$ cat src/rtl/udrb_pkg.sv
// Types, opcodes and defaults of the UART dual ring buffer.
`default_nettype none

package udrb_pkg;

	localparam int DEFAULT_BUFFER_DEPTH = 8;

	typedef enum logic [2:0] {
		OP_TX_WRITE = 3'd0,
		OP_TX_READY = 3'd1,
		OP_RX_BYTE  = 3'd2,
		OP_RX_READ  = 3'd3,
		OP_FLUSH_RX = 3'd4,
		OP_FLUSH_TX = 3'd5
	} opcode_t;

	typedef struct packed {
		logic [2:0] opcode;
		logic [7:0] data_byte;
	} in_item_t;

	typedef struct packed {
		logic [7:0] out_byte;
		logic       out_valid;
		logic       write_refused;
		logic       rx_overrun;
		logic       tx_pending;
		logic [3:0] tx_fill;
		logic [3:0] rx_fill;
	} rsp_item_t;

	typedef enum logic [1:0] {
		ST_IDLE,
		ST_EXEC,
		ST_LOAD
	} ctrl_state_t;

	// Controller to datapath commands.
	typedef struct packed {
		logic capture;
		logic exec;
		logic load;
	} dp_cmd_t;

endpackage

`default_nettype wire

$ cat src/rtl/udrb_ctrl.sv
// Controller state machine: beat sequencing and response valid.
`default_nettype none

module udrb_ctrl (
	input  wire logic              clk,
	input  wire logic              arst_n,
	input  wire logic              in_valid,
	output logic                   in_ready,
	output logic                   rsp_valid,
	input  wire logic              rsp_ready,
	output udrb_pkg::dp_cmd_t      cmd
);

	udrb_pkg::ctrl_state_t state_q, state_d;
	logic rsp_valid_q;
	logic slot_free;

	assign slot_free = !rsp_valid_q || rsp_ready;

	always_comb begin
		state_d = state_q;
		unique case (state_q)
			udrb_pkg::ST_IDLE: begin
				if (in_valid) state_d = udrb_pkg::ST_EXEC;
			end
			udrb_pkg::ST_EXEC: begin
				state_d = udrb_pkg::ST_LOAD;
			end
			udrb_pkg::ST_LOAD: begin
				if (slot_free) state_d = udrb_pkg::ST_IDLE;
			end
			default: begin
				state_d = udrb_pkg::ST_IDLE;
			end
		endcase
	end

	always_comb begin
		in_ready    = 1'b0;
		cmd         = '0;
		unique case (state_q)
			udrb_pkg::ST_IDLE: begin
				in_ready    = 1'b1;
				cmd.capture = in_valid;
			end
			udrb_pkg::ST_EXEC: begin
				cmd.exec = 1'b1;
			end
			udrb_pkg::ST_LOAD: begin
				cmd.load = slot_free;
			end
			default: begin
				in_ready = 1'b0;
			end
		endcase
	end

	always_ff @(posedge clk or negedge arst_n) begin
		if (!arst_n) begin
			state_q     <= udrb_pkg::ST_IDLE;
			rsp_valid_q <= 1'b0;
		end else begin
			state_q <= state_d;
			if (cmd.load) rsp_valid_q <= 1'b1;
			else if (rsp_ready) rsp_valid_q <= 1'b0;
		end
	end

	assign rsp_valid = rsp_valid_q;

endmodule

`default_nettype wire

$ cat src/rtl/udrb_datapath.sv
// Datapath: both byte stores, pointers, counts and the response register.
`default_nettype none

module udrb_datapath #(
	parameter int BUFFER_DEPTH = udrb_pkg::DEFAULT_BUFFER_DEPTH
) (
	input  wire logic                clk,
	input  wire logic                arst_n,
	input  wire udrb_pkg::dp_cmd_t   cmd,
	input  wire udrb_pkg::in_item_t  in_item,
	output udrb_pkg::rsp_item_t      rsp_item
);

	localparam int PTR_W = $clog2(BUFFER_DEPTH);
	localparam int CNT_W = $clog2(BUFFER_DEPTH + 1);
	localparam logic [PTR_W-1:0] LAST_PTR  = PTR_W'(BUFFER_DEPTH - 1);
	localparam logic [CNT_W-1:0] FULL_CNT  = CNT_W'(BUFFER_DEPTH);

	logic [7:0] tx_mem [BUFFER_DEPTH];
	logic [7:0] rx_mem [BUFFER_DEPTH];

	logic [2:0]       op_q;
	logic [7:0]       data_q;
	logic [PTR_W-1:0] tx_rd_q, tx_wr_q, rx_rd_q, rx_wr_q;
	logic [CNT_W-1:0] tx_cnt_q, rx_cnt_q;
	logic [7:0]       tx_rdata_q, rx_rdata_q;
	logic             pend_valid_q, pend_refused_q, pend_overrun_q, pend_rx_q;

	logic [PTR_W-1:0] tx_rd_d, tx_wr_d, rx_rd_d, rx_wr_d;
	logic [CNT_W-1:0] tx_cnt_d, rx_cnt_d;
	logic             tx_we, rx_we, pop_valid, refused, overrun, pop_rx;
	logic [CNT_W+3:0] tx_cnt_ext, rx_cnt_ext;

	function automatic logic [PTR_W-1:0] advance(input logic [PTR_W-1:0] p);
		return (p == LAST_PTR) ? '0 : p + PTR_W'(1);
	endfunction

	// Step decode on the captured opcode
	always_comb begin
		tx_rd_d   = tx_rd_q;
		tx_wr_d   = tx_wr_q;
		rx_rd_d   = rx_rd_q;
		rx_wr_d   = rx_wr_q;
		tx_cnt_d  = tx_cnt_q;
		rx_cnt_d  = rx_cnt_q;
		tx_we     = 1'b0;
		rx_we     = 1'b0;
		pop_valid = 1'b0;
		refused   = 1'b0;
		overrun   = 1'b0;
		pop_rx    = 1'b0;
		unique case (op_q)
			udrb_pkg::OP_TX_WRITE: begin
				if (tx_cnt_q == FULL_CNT) begin
					refused = 1'b1;
				end else begin
					tx_we    = 1'b1;
					tx_wr_d  = advance(tx_wr_q);
					tx_cnt_d = tx_cnt_q + CNT_W'(1);
				end
			end
			udrb_pkg::OP_TX_READY: begin
				if (tx_cnt_q != '0) begin
					pop_valid = 1'b1;
					tx_rd_d   = advance(tx_rd_q);
					tx_cnt_d  = tx_cnt_q - CNT_W'(1);
				end
			end
			udrb_pkg::OP_RX_BYTE: begin
				rx_we   = 1'b1;
				rx_wr_d = advance(rx_wr_q);
				if (rx_cnt_q != FULL_CNT) begin
					rx_cnt_d = rx_cnt_q + CNT_W'(1);
				end else begin
					rx_rd_d = advance(rx_rd_q);
					overrun = 1'b1;
				end
			end
			udrb_pkg::OP_RX_READ: begin
				pop_rx = 1'b1;
				if (rx_cnt_q != '0) begin
					pop_valid = 1'b1;
					rx_rd_d   = advance(rx_rd_q);
					rx_cnt_d  = rx_cnt_q - CNT_W'(1);
				end
			end
			udrb_pkg::OP_FLUSH_RX: begin
				rx_rd_d  = '0;
				rx_wr_d  = '0;
				rx_cnt_d = '0;
			end
			udrb_pkg::OP_FLUSH_TX: begin
				tx_rd_d  = '0;
				tx_wr_d  = '0;
				tx_cnt_d = '0;
			end
			default: begin
				pop_valid = 1'b0;
			end
		endcase
	end

	// Stores: one write and one registered read each
	always_ff @(posedge clk) begin
		if (cmd.exec) begin
			if (tx_we) tx_mem[tx_wr_q] <= data_q;
			tx_rdata_q <= tx_mem[tx_rd_q];
		end
	end

	always_ff @(posedge clk) begin
		if (cmd.exec) begin
			if (rx_we) rx_mem[rx_wr_q] <= data_q;
			rx_rdata_q <= rx_mem[rx_rd_q];
		end
	end

	always_ff @(posedge clk or negedge arst_n) begin
		if (!arst_n) begin
			tx_rd_q  <= '0;
			tx_wr_q  <= '0;
			rx_rd_q  <= '0;
			rx_wr_q  <= '0;
			tx_cnt_q <= '0;
			rx_cnt_q <= '0;
		end else if (cmd.exec) begin
			tx_rd_q  <= tx_rd_d;
			tx_wr_q  <= tx_wr_d;
			rx_rd_q  <= rx_rd_d;
			rx_wr_q  <= rx_wr_d;
			tx_cnt_q <= tx_cnt_d;
			rx_cnt_q <= rx_cnt_d;
		end
	end

	always_ff @(posedge clk) begin
		if (cmd.capture) begin
			op_q   <= in_item.opcode;
			data_q <= in_item.data_byte;
		end
		if (cmd.exec) begin
			pend_valid_q   <= pop_valid;
			pend_refused_q <= refused;
			pend_overrun_q <= overrun;
			pend_rx_q      <= pop_rx;
		end
	end

	// Fill fields report the low four bits of the counts
	assign tx_cnt_ext = {4'b0000, tx_cnt_q};
	assign rx_cnt_ext = {4'b0000, rx_cnt_q};

	always_ff @(posedge clk) begin
		if (cmd.load) begin
			rsp_item.out_byte      <= pend_valid_q ? (pend_rx_q ? rx_rdata_q : tx_rdata_q)
			                                       : 8'h00;
			rsp_item.out_valid     <= pend_valid_q;
			rsp_item.write_refused <= pend_refused_q;
			rsp_item.rx_overrun    <= pend_overrun_q;
			rsp_item.tx_pending    <= (tx_cnt_q != '0);
			rsp_item.tx_fill       <= tx_cnt_ext[3:0];
			rsp_item.rx_fill       <= rx_cnt_ext[3:0];
		end
	end

endmodule

`default_nettype wire

$ cat src/rtl/uart_dual_ring_buffer.sv
// Top level of the UART dual ring buffer: transmit and receive byte queues.
//
//   channel | direction | handshake              | payload
//   --------+-----------+------------------------+----------------------
//   in      | input     | in_valid / in_ready    | in_item  (opcode, byte)
//   rsp     | output    | rsp_valid / rsp_ready  | rsp_item (byte, flags, fills)
//
// Each beat passes capture, execute (queue update and store read) and load
// into the response register, in that order.
// One beat is in flight at a time; the next is taken while a finished
// response still waits in the response register.
// arst_n empties both queues at once; store contents stay undefined until
// written and are never returned unread.
// A stalled response holds the load step, and with it the next beat.
`default_nettype none

module uart_dual_ring_buffer #(
	parameter int BUFFER_DEPTH = udrb_pkg::DEFAULT_BUFFER_DEPTH
) (
	input  wire logic                clk,
	input  wire logic                arst_n,
	input  wire logic                in_valid,
	output logic                     in_ready,
	input  wire udrb_pkg::in_item_t  in_item,
	output logic                     rsp_valid,
	input  wire logic                rsp_ready,
	output udrb_pkg::rsp_item_t      rsp_item
);

	// Commands from the sequencer into the queue datapath
	udrb_pkg::dp_cmd_t cmd;

	udrb_ctrl u_ctrl (
		.clk       (clk),
		.arst_n    (arst_n),
		.in_valid  (in_valid),
		.in_ready  (in_ready),
		.rsp_valid (rsp_valid),
		.rsp_ready (rsp_ready),
		.cmd       (cmd)
	);

	// Both queues, their pointers and counts, and the response register
	udrb_datapath #(
		.BUFFER_DEPTH (BUFFER_DEPTH)
	) u_datapath (
		.clk      (clk),
		.arst_n   (arst_n),
		.cmd      (cmd),
		.in_item  (in_item),
		.rsp_item (rsp_item)
	);

endmodule

`default_nettype wire

$ cat config.mk
export PLATFORM = sky130hd
export DESIGN_NAME = uart_dual_ring_buffer
export DESIGN_NICKNAME = d
export VERILOG_FILES = /design/src/rtl/udrb_pkg.sv /design/src/rtl/udrb_ctrl.sv /design/src/rtl/udrb_datapath.sv /design/src/rtl/uart_dual_ring_buffer.sv
export SDC_FILE = /design/constraint.sdc
export NUM_CORES = 1
export LEC_CHECK = 0
export BUFFER_PORTS_ARGS = -buffer_cell sky130_fd_sc_hd__buf_4
export CORE_ASPECT_RATIO = 1.4
export CORE_MARGIN = 10
export CORE_UTILIZATION = 65
export DETAILED_ROUTE_END_ITERATION = 16
export MAX_ROUTING_LAYER = met4
export PLACE_DENSITY = 0.82
export RECOVER_POWER = 50
export SYNTH_ARGS = -nofsm -noshare
export SYNTH_HDL_FRONTEND = slang
export SYNTH_HIERARCHICAL = 1
export SYNTH_SLANG_ARGS = --single-unit
$ cat constraint.sdc
create_clock -name clk -period 7.6 [get_ports clk]
set_input_delay 0.38 -clock clk [delete_from_list [all_inputs] [get_ports clk]]
set_output_delay 0.38 -clock clk [all_outputs]
set_load 0.01 [all_outputs]
==> flow_summary.json <==
{
  "critPathKind": "reg -> reg",
  "die-height_um": 152,
  "placementRows": 48,
  "synthTopCellsByArea": "edfxtp_1, mux4_2, dfrtp_1",
  "synth_ff_type": "edfxtp_1",
  "fin_setup_tns_ns": 0,
  "grt_max_degree": 29,
  "synth_common_cells": "edfxtp_1, nand2_1, mux4_2",
  "ys_ff_latch": 202,
  "slew_headroom_pct": 8.59,
  "drive_above_1_share_pct": 21.7,
  "dp.final_hpwl_mm": 10.9,
  "synthDominantCellAreaShare_pct": 66.0,
  "status": "finished clean",
  "antenna_found_initial": 0,
  "critPathRequiredTime_ns": 7.71,
  "worstMarginPinSlew_ns": 1.37,
  "start_kind": "flop",
  "drc": 0,
  "io_pins": 37,
  "yosys_warnings": 6,
  "grt_pass1_wl_mm": 25.5,
  "post-route-min-period_ns": 3.69,
  "clock_latency_ns": 0.49,
  "vias_per_cell": 6.47,
  "start_util_pct": 66.2,
  "cts_setup_buffers": 0,
  "r2r_slack_ns": 3.91,
  "hold_end": "u_datapath/data_q[5]$_DFFE_PP_",
  "synth_area_per_cell_um2": 17.6,
  "core_um2": 12300,
  "wl_per_cell_um": 24.4,
  "ir_worst_vdd_uv": 248,
  "crit_path_end_kind": "flop",
  "async_flop_share_pct": 11.4,
  "fmax_mhz": 271,
  "worst-r2r-cell-count": 6,
  "n_antenna_cell": 0,
  "cts_tree": "done",
  "ant_nets": 0,
  "synth_edf_count": 179,
  "cts.sinks": 202,
  "drt-total-wl_mm": 16.4,
  "p_leak_nw": 3.20,
  "worstHoldStart": "in_item[5]",
  "synth_top_area_cell": "edfxtp_1",
  "via_count": 4339,
  "hold_class": "in -> reg",
  "io_buffers": 36,
  "hold_violations": 0,
  "ys_seq_area_share_pct": 73.0,
  "root_buffer": "clkbuf_16",
  "pwr_density_cell_nw_per_um2": 351,
  "r2r_start": "u_ctrl/state_q[1]$_DFFE_PN0P_",
  "yosysMostFrequentCell": "edfxtp_1",
  "drt_pass1_iterations": 5,
  "final_util_pct": 74.5,
  "slew_violations": 0,
  "yosysUniqueCellTypes": 52,
  "gp_congestion": 0.843,
  "drtIter0Drc": 411,
  "clockBufferDepth": 3,
  "path_max_fanout": 28,
  "hold_depth": 1,
  "layout.nets": 533,
  "area_delta_synth_final_pct": 12.6,
  "cts_made_buffers": 20,
  "die_area_um2": 17500,
  "htree_levels": 1,
  "grt_pass1_vias": 4409,
  "drv_cap": 0,
  "die_x_um": 115,
  "worstPathArrival_ns": 3.80,
  "finClkSkew_ns": 0.0108,
  "syn_area_um2": 8150,
  "rsz0062_at_grt": "false",
  "timing.final.crit_share_pct": 48.6,
  "grt-ovfl-total": 0,
  "track_usage_pct": 19.4,
  "path_clk_slew_ns": 0.06,
  "synthCells": 464,
  "setup_viol": 0,
  "syn-num-nets": 490,
  "worst_r2r_endpoint": "u_datapath/tx_mem[0][4]$_DFFE_PP_"
}
worst max-delay path, cell delays in order (launching register included):
cell and delay (ns):
dfrtp_1 0.40, nor2b_2 0.11, clkbuf_1 0.99, nand2b_1 0.26, or4_4 0.56, nand2b_4 0.20, nor3_1 0.77
where the power goes:
| group | switching (mW) | internal (mW) | leakage, nW |
|---|---|---|---|
| clock | 0.398 | 0.605 | 0.334 |
| combinational | 0.280 | 0.321 | 0.963 |
| sequential | 0.231 | 1.38 | 1.90 |
stage by stage:
stage,std cells,power (mW),hold slack [ns],instance area [um2],setup slack [ns]
2_1_floorplan,464,2.01,0.0844,8150,4.58
6_report,671,3.22,0.0857,9170,3.91
3_3_place_gp,634,2.20,0.297,8530,4.83
3_5_place_dp,634,2.24,0.301,8530,4.71
5_1_grt,671,3.35,0.0706,9170,3.57
4_1_cts,671,3.24,0.0535,9220,4.72
flip-flops by register name, summed over array words and instances, names as in the netlist, 2 cells and up:
name,flops
u_datapath/rx_rdata_q,8
u_datapath/rx_cnt_q,4
u_datapath/tx_cnt_q,4
u_datapath/rx_mem,64
u_datapath/data_q,8
u_ctrl/state_q,2
u_datapath/tx_mem,64
u_datapath/op_q,3
u_datapath/rsp_item,20
u_datapath/tx_wr_q,3
u_datapath/tx_rdata_q,8
u_datapath/rx_wr_q,3
u_datapath/tx_rd_q,3
u_datapath/rx_rd_q,3
layout by cell type (no fill, tap or decap), types with 4 or more instances in the layout:
cell type  synthesis  layout
a21oi_1            9       9
a22oi_1            5       5
and3_1             4       4
buf_4              0      15
clkbuf_1           6      13
clkbuf_16          0      21
clkbuf_4           0      11
clkinv_2           0       7
dfrtp_1           23      23
edfxtp_1         179     179
ha_1              11      11
inv_1             10      10
mux2_2            10      10
mux2i_1           13      13
mux4_2            32      32
nand2_1           41      41
nand2b_1           8       8
nand3b_1           5       5
nor2_1            17      18
nor2b_1           12      11
nor3_1             8       8
nor4_1             4       4
o21ai_0           15      15
o2bb2ai_1          5       5
final cells by class:
| class | count | area (um2) |
|---|---|---|
| Clock buffer | 23 | 533 |
| Clock inverter | 13 | 140 |
| Fill cell | 692 | 3140 |
| Inverter | 11 | 41.3 |
| Multi-Input combinational cell | 234 | 2070 |
| Sequential cell | 202 | 5950 |
| Tap cell | 150 | 188 |
| Timing Repair Buffer | 38 | 246 |
worst max-delay path by stage:
stage                                        endpoint                     startpoint  cells after the start
global placement    u_datapath/tx_mem[0][2]$_DFFE_PP_  u_ctrl/state_q[1]$_DFFE_PN0P_                      6
CTS                 u_datapath/tx_mem[0][2]$_DFFE_PP_  u_ctrl/state_q[1]$_DFFE_PN0P_                      6
floorplan           u_datapath/tx_mem[0][0]$_DFFE_PP_  u_ctrl/state_q[1]$_DFFE_PN0P_                      6
finish              u_datapath/tx_mem[0][4]$_DFFE_PP_  u_ctrl/state_q[1]$_DFFE_PN0P_                      6
global route        u_datapath/tx_mem[0][1]$_DFFE_PP_  u_ctrl/state_q[1]$_DFFE_PN0P_                      6
detailed placement  u_datapath/tx_mem[0][2]$_DFFE_PP_  u_ctrl/state_q[1]$_DFFE_PN0P_                      6
kinds of logic after synthesis:
logic type,after synthesis,share of synthesized area [%]
AND/OR/NAND/NOR,121,8.08
buffers and inverters,28,1.51
flip-flops,202,73.0
multiplexers,56,12.0
XOR/XNOR,3,0.323
adder cells (fa/ha/maj),11,1.69
AO/OA/AOI/OAI,43,3.39
repair_timing:
action                                 4_1_cts  5_1_grt
gates resized for setup                      0        0
endpoints found under the hold margin       23        0
hold buffers                                 1        0
layer usage:
layer | global-route usage [%] | vias up | routed length [um]
li1 | - | 1893 | -
met1 | 23.3 | 2186 | 6090
met2 | 30.5 | 205 | 8380
met3 | 3.78 | 55 | 1210
met4 | 9.52 | 0 | 684
met5 | - | - | 0
Power figures use the tool's default switching activity.
